File: src/design/d8_flow_direction_defines.svh
// Assertion macros for the D8 flow direction block.
// Used by d8_flow_direction.sv; expects clk_i and rst_ni in scope.
`ifndef D8_FLOW_DIRECTION_DEFINES_SVH
`define D8_FLOW_DIRECTION_DEFINES_SVH

// property must hold at every clock edge out of reset
`define D8_ASSERT(lbl, prop) \
  lbl: assert property (@(posedge clk_i) disable iff (!rst_ni) (prop)) \
    else $error("d8_flow_direction: assertion failed");

// expression must never be true out of reset
`define D8_ASSERT_NEVER(lbl, expr) \
  lbl: assert property (@(posedge clk_i) disable iff (!rst_ni) !(expr)) \
    else $error("d8_flow_direction: forbidden condition seen");

`endif

File: src/design/d8_pkg.sv
// Constants for the D8 steepest-descent flow direction block.
// No dependencies.
`default_nettype none
package d8_pkg;
  localparam int unsigned HeightBitsDef = 24;
  localparam int unsigned NumDirs       = 8;
  localparam int unsigned DirBits       = 3;
  localparam int unsigned FlowBits      = 4;
  localparam int unsigned CardShift     = 16;
  localparam int unsigned DiagBits      = 17;
  localparam logic signed [DiagBits-1:0] DiagScale = 17'sd46341;
  localparam logic [FlowBits-1:0]        NoFlow    = 4'd8;
endpackage
`default_nettype wire

File: src/design/d8_flow_direction.sv
// done_o follows start through valid regs s1_vld_q to s5_vld_q; one request accepted every cycle.
// Stages: height drops, slope scaling, two compare levels, final pick.
// The receiver cannot stall, so busy is always low.
// Reset (rst_ni low, async) clears all stage valid bits; data regs are not reset.
// Depends on d8_pkg and d8_flow_direction_defines.svh.
`default_nettype none
module d8_flow_direction #(
  parameter int unsigned HEIGHT_BITS = d8_pkg::HeightBitsDef
) (
  input  wire logic                          clk_i,
  input  wire logic                          rst_ni,
  input  wire logic                          start,
  output logic                               busy,
  input  wire logic signed [HEIGHT_BITS-1:0] center_height_i,
  input  wire logic signed [HEIGHT_BITS-1:0] east_height_i,
  input  wire logic signed [HEIGHT_BITS-1:0] northeast_height_i,
  input  wire logic signed [HEIGHT_BITS-1:0] north_height_i,
  input  wire logic signed [HEIGHT_BITS-1:0] northwest_height_i,
  input  wire logic signed [HEIGHT_BITS-1:0] west_height_i,
  input  wire logic signed [HEIGHT_BITS-1:0] southwest_height_i,
  input  wire logic signed [HEIGHT_BITS-1:0] south_height_i,
  input  wire logic signed [HEIGHT_BITS-1:0] southeast_height_i,
  input  wire logic [d8_pkg::NumDirs-1:0]    inside_mask_i,
  output logic                               done_o,
  output logic [d8_pkg::FlowBits-1:0]        flow_dir_o
);
  import d8_pkg::*;

  `include "d8_flow_direction_defines.svh"

  localparam int unsigned DW = HEIGHT_BITS + 1;
  localparam int unsigned SW = DW + DiagBits;

  typedef struct packed {
    logic                 vld;
    logic signed [SW-1:0] slope;
    logic [DirBits-1:0]   dir;
  } cand_t;

  // later candidate b wins on greater slope, or on a tie when it is cardinal
  // and a is diagonal; matches an in-order scan
  function automatic cand_t pick(input cand_t a, input cand_t b);
    cand_t r;
    r = a;
    if (b.vld) begin
      if (!a.vld || (b.slope > a.slope) ||
          ((b.slope == a.slope) && !b.dir[0] && a.dir[0])) begin
        r = b;
      end
    end
    return r;
  endfunction

  logic signed [HEIGHT_BITS-1:0] nbr [NumDirs];
  assign nbr[0] = east_height_i;
  assign nbr[1] = northeast_height_i;
  assign nbr[2] = north_height_i;
  assign nbr[3] = northwest_height_i;
  assign nbr[4] = west_height_i;
  assign nbr[5] = southwest_height_i;
  assign nbr[6] = south_height_i;
  assign nbr[7] = southeast_height_i;

  assign busy = 1'b0;

  logic                 s1_vld_q, s2_vld_q, s3_vld_q, s4_vld_q, s5_vld_q;
  logic signed [DW-1:0] diff_d [NumDirs];
  logic signed [DW-1:0] diff_q [NumDirs];
  logic [NumDirs-1:0]   mask1_q;
  cand_t                s2_d [NumDirs];
  cand_t                s2_q [NumDirs];
  cand_t                s3_d [NumDirs/2];
  cand_t                s3_q [NumDirs/2];
  cand_t                s4_d [NumDirs/4];
  cand_t                s4_q [NumDirs/4];
  cand_t                best;
  logic [FlowBits-1:0]  flow_d, flow_q;

  always_comb begin
    for (int d = 0; d < NumDirs; d++) begin
      diff_d[d] = DW'(center_height_i) - DW'(nbr[d]);
    end
  end

  always_comb begin
    for (int d = 0; d < NumDirs; d++) begin
      s2_d[d].vld = mask1_q[d];
      s2_d[d].dir = DirBits'(d);
      if (d % 2 == 0) begin
        s2_d[d].slope = SW'(diff_q[d]) <<< CardShift;
      end else begin
        s2_d[d].slope = SW'(diff_q[d]) * SW'(DiagScale);
      end
    end
  end

  always_comb begin
    for (int i = 0; i < NumDirs/2; i++) begin
      s3_d[i] = pick(s2_q[2*i], s2_q[2*i+1]);
    end
    for (int i = 0; i < NumDirs/4; i++) begin
      s4_d[i] = pick(s3_q[2*i], s3_q[2*i+1]);
    end
    best = pick(s4_q[0], s4_q[1]);
    flow_d = (best.vld && (best.slope > 0)) ? FlowBits'(best.dir) : NoFlow;
  end

  always_ff @(posedge clk_i or negedge rst_ni) begin
    if (!rst_ni) begin
      s1_vld_q <= 1'b0;
      s2_vld_q <= 1'b0;
      s3_vld_q <= 1'b0;
      s4_vld_q <= 1'b0;
      s5_vld_q <= 1'b0;
    end else begin
      s1_vld_q <= start && !busy;
      s2_vld_q <= s1_vld_q;
      s3_vld_q <= s2_vld_q;
      s4_vld_q <= s3_vld_q;
      s5_vld_q <= s4_vld_q;
    end
  end

  always_ff @(posedge clk_i) begin
    diff_q  <= diff_d;
    mask1_q <= inside_mask_i;
    s2_q    <= s2_d;
    s3_q    <= s3_d;
    s4_q    <= s4_d;
    flow_q  <= flow_d;
  end

  assign done_o     = s5_vld_q;
  assign flow_dir_o = flow_q;

  `D8_ASSERT(a_latency, start |-> ##5 done_o)
  `D8_ASSERT(a_no_spurious, done_o |-> $past(start, 5))
  `D8_ASSERT_NEVER(a_dir_range, done_o && (flow_dir_o > NoFlow))
  `D8_ASSERT(a_dead_end, (s4_vld_q && !s4_q[0].vld && !s4_q[1].vld) |=> (flow_dir_o == NoFlow))

endmodule
`default_nettype wire
File: config.mk
export PLATFORM = sky130hd
export DESIGN_NAME = d8_flow_direction
export DESIGN_NICKNAME = d
export VERILOG_FILES = /design/src/design/d8_pkg.sv /design/src/design/d8_flow_direction.sv
export VERILOG_INCLUDE_DIRS = /design/src /design/src/design
export SDC_FILE = /design/constraint.sdc
export NUM_CORES = 2
export LEC_CHECK = 0
export CAP_MARGIN = 10
export CORE_UTILIZATION = 60
export DETAILED_ROUTE_END_ITERATION = 10
export DONT_BUFFER_PORTS = 1
export GPL_ROUTABILITY_DRIVEN = 1
export PLACE_DENSITY = 0.88
export SYNTH_ARGS = -nofsm -noshare
export SYNTH_HDL_FRONTEND = slang
export SYNTH_SLANG_ARGS = --single-unit
File: constraint.sdc
create_clock -name clk_i -period 7 [get_ports clk_i]
set_input_delay 1.05 -clock clk_i [delete_from_list [all_inputs] [get_ports clk_i]]
set_output_delay 1.05 -clock clk_i [all_outputs]
set_load 0.01 [all_outputs]
After elaboration in Yosys (flattened, before gate mapping)
Cells that the tools add are included.
{"block": "word_totals", "register_bits": 769, "input_bits": 227, "out_inout_bits": 6, "wordCells": 123}
{"block": "op_classes", "addsub": 8, "mul": 4, "order_cmp": 8, "eq_ne": 3, "mux": 15, "reduce_logical": 31}
{"cell": "two-way mux 46 bit", "count": 14}
{"cell": "subtractor 24 x 24 -> 25 bit", "count": 8}
{"cell": "greater-than comparator 42 x 41 -> 1 bit", "count": 4}
{"cell": "multiplier 25 x 17 -> 42 bit (second input constant)", "count": 4}
{"cell": "== test 42 bit", "count": 3}
{"cell": "greater-than comparator 42 bit", "count": 3}
{"cell": "greater-than comparator 42 x 1 -> 1 bit (second input constant)", "count": 1}
{"cell": "zero test 1 bit", "count": 10}
{"cell": "logical OR 1 bit", "count": 10}
{"cell": "AND reduction 2 bit", "count": 4}
{"cell": "logical AND 1 bit", "count": 7}
{"cell": "two-way mux 4 bit", "count": 1}

Logic depth before layout (Yosys ltp)
{"block": "logic_depth", "depth_word": 9, "mapped_depth": 22, "ltp_nobuf": 21}

Worst setup path after synthesis
OpenSTA, ideal clock, no wires.
{"block": "synth_timing", "kind": "register -> register", "start": "register diff_q[124] (netlist name)", "end": "register s2_q[228] (netlist name)", "setup_time_ns": 0.123, "t_arrival_ns": 5.453, "slack_ns": 1.424, "path_stages_with_launch": 19, "period_less_slack_ns": 5.576, "cell_sequence": "dfxtp_1 > ha_1 > inv_1 > fa_1 > inv_1 > fa_1 > fa_1 > fa_1 > inv_1 > fa_1 > inv_1 > ha_1 > nand2_1 > or4_1 > o31ai_1 > a211oi_1 > o31ai_1 > a21oi_1 > xor2_1"}
{"item": "from (decl)", "line_no": "d8_flow_direction.sv:68", "text": "logic signed [DW-1:0] diff_q [NumDirs];"}
{"item": "from (signal assigned)", "line_no": "d8_flow_direction.sv:125", "text": "diff_q <= diff_d;"}
{"item": "to (signal assigned)", "line_no": "d8_flow_direction.sv:127", "text": "s2_q <= s2_d;"}
{"item": "to (decl)", "line_no": "d8_flow_direction.sv:71", "text": "cand_t s2_q [NumDirs];"}

==> flow_summary.json <==
{
  "min_path_type": "in2async",
  "cts_setup_buffers": 0,
  "cp_slowest_cell": "dfxtp_1",
  "synth_seq_cells": 759,
  "grt_max_degree": 73,
  "mostFrequentLayoutCells": "inv_1 (1590), ha_1 (1150), dfxtp_1 (753)",
  "worstPathArrival_ns": 6.82,
  "synth_edf_count": 0,
  "rsz0062_at_grt": "false",
  "cpPeakStageDelay_ns": 0.60,
  "die_y_um": 326,
  "gr-total-overflow": 0,
  "post-route-min-period_ns": 6.23,
  "routedWlPerCell_um": 20.4,
  "ctsResizeCount": 0,
  "cts_tree": "yes",
  "grt_usage": 0.311,
  "nets": 8508,
  "place.gp.congestion": 1.00,
  "maxSlewViolCount": 0,
  "syn_nets": 8471,
  "ctsLongestPathBuffers": 3,
  "synthCells": 6583,
  "cts-htree-levels": 3,
  "synth-xor-area-share": 0.0392,
  "critical_path_class": "reg2reg",
  "status": "finished clean",
  "relSlewSlack": 0.193,
  "synthTopCellsByArea": "dfxtp_1 (24%), ha_1 (23%), fa_1 (16%)",
  "grt_pass1_vias": 48100,
  "grt_antenna_before_repair": 6,
  "cts_buffers": 81,
  "crit_chain": "ha_1 -> inv_1 -> fa_1 -> inv_1 -> fa_1 -> fa_1 -> fa_1 -> inv_1 -> fa_1 -> inv_1 -> ha_1 -> a21o_1 -> a21oi_1 -> o21ai_0 -> a311o_1 -> a31oi_1 -> o31ai_1 -> a211oi_1 -> o31ai_1 -> a21oi_1 -> xor2_1",
  "max_cap_violations": 0,
  "fillers": 7668,
  "vias": 46200,
  "path_clk_slew_ns": 0.06,
  "firstDrtPassIters": 6,
  "setup_tns_ns": 0,
  "setup_viol": 0,
  "min_period_over_period": 0.891,
  "cp_max_fo": 7,
  "synth-seq-area-share": 0.242,
  "yosys.area_share.simple": 0.0825,
  "synth_compound_area_frac": 0.114,
  "yosys-mux-area-fraction": 0.0302,
  "synth_area_mm2": 0.0628,
  "initialDrtViolationCount": 3419,
  "yosysWarnings": 0,
  "area_growth_syn_to_layout_pct": 7.05,
  "end_kind": "register",
  "cpMostUsedCell": "fa_1",
  "layout_commonest_cell": "inv_1",
  "wirelength_um": 165000,
  "num_rows": 118,
  "drc": 0,
  "ys_types": 94,
  "holdBufCountCts": 0,
  "synth_top_cell_by_area": "dfxtp_1",
  "drtAntennaViolNets": 0,
  "worstMarginPinSlew_ns": 1.21,
  "synthAdderAreaFrac": 0.392,
  "crit_buf_inv": 4,
  "avgSynthCellArea_um2": 9.54,
  "cp-start-kind": "register",
  "die-area_mm2": 0.106,
  "synth_async_sr_flop_share": 0.00659,
  "cp_top_family": "adder cells",
  "grt_pass1_wl_um": 259000,
  "ys.flop_type": "dfxtp_1",
  "dieWidth_um": 326,
  "required_ns": 7.59,
  "synth_top_area_share": 0.240,
  "clk_latency_ns": 0.67,
  "core_area_mm2": 0.104,
  "finalHoldViolCount": 0,
  "synth_top_family_by_area": "adder cells",
  "vias_per_cell": 5.72,
  "drive_gt1_frac": 0.0564,
  "place_hpwl_um": 130000,
  "skew_ns": 0.0498,
  "port_buffers": 0,
  "ioPinCount": 233,
  "start_util": 0.606,
  "clkSinkCount": 759,
  "rrSetupSlack_ns": 0.77,
  "max_clock_freq_ghz": 0.160,
  "clock-root-buffer": "clkbuf_16"
}
==> synth_stat cells, drive strengths merged, types with 98 or more instances <==
cell type	instances
nand4	99
inv	1590
a21oi	291
xnor2	207
ha	1150
nand2	144
nor2	250
nand3	98
fa	511
dfxtp	754
o21ai	179
mux2	165
a21o	190
==> metal layers <==
| metal | vias to the layer above | share of wire | global-route usage |
|---|---|---|---|
| met5 | - | 0.00012 | 0 |
| met2 | 1696 | 0.46 | 0.507 |
| li1 | 21700 | - | - |
| met3 | 465 | 0.068 | 0.0552 |
| met4 | 4 | 0.062 | 0.181 |
| met1 | 22300 | 0.41 | 0.386 |
==> sequential cells by signal (all words and copies together) (netlist names) <==
signal and flops:
mask1_q 8, s3_vld_q 1, diff_q 200, done_o 1
s2_q 276, s2_vld_q 1, s4_vld_q 1, s4_q 90
s3_q 176, flow_dir_o 4, s1_vld_q 1
==> path summary, 6_finish.rpt <==
kind	start	to	depth (start not counted)
hold / removal	rst_ni	done_o	0
setup reg to reg	diff_q[117]	s2_q[228]	21
max in group asynchronous	rst_ni	s3_vld_q	0
setup / recovery	diff_q[117]	s2_q[228]	21
min in group clk_i	mask1_q[0]	s2_q[367]	0
hold reg to reg	mask1_q[0]	s2_q[367]	0
==> logic make-up (layout without fill, tap and decap cells) <==
logic type,after synthesis,in the layout
AO/OA/AOI/OAI,1066,1066
XOR/XNOR,281,281
adder cells (fa/ha/maj),1661,1661
buffers and inverters,1653,1755
flip-flops,759,759
multiplexers,169,169
other,1,9
AND/OR/NAND/NOR,993,993
==> through the flow <==
stage          hold slack (ns)  instance area, µm²  utilization  setup slack, ns  cells
5_1_grt                 0.0501               67200        0.649            0.511   8066
2_1_floorplan            0.310               62800            -             1.42   6583
3_5_place_dp             0.312               64400        0.621             1.02   7916
4_1_cts                 0.0382               67200        0.648            0.854   8064
3_3_place_gp             0.310               64400        0.621             1.12   7916
6_report                0.0699               67300        0.649            0.766   8073
==> final cells by class <==
class | instances | area [µm²] | share of cell area
repair buffers | 17 | 148 | 0.00220
clock inverters | 45 | 567 | 0.00843
clock buffers | 103 | 2230 | 0.0332
flip-flops and latches | 759 | 15200 | 0.226
diodes | 8 | 20.0 | 0.000298
well taps | 1380 | 1730 | 0.0257
multi-input cells | 4171 | 41400 | 0.615
inverters | 1590 | 5970 | 0.0887
Power is not shown: default switching activity piles up to over one toggle a cycle in this logic, so the estimate is an artifact.
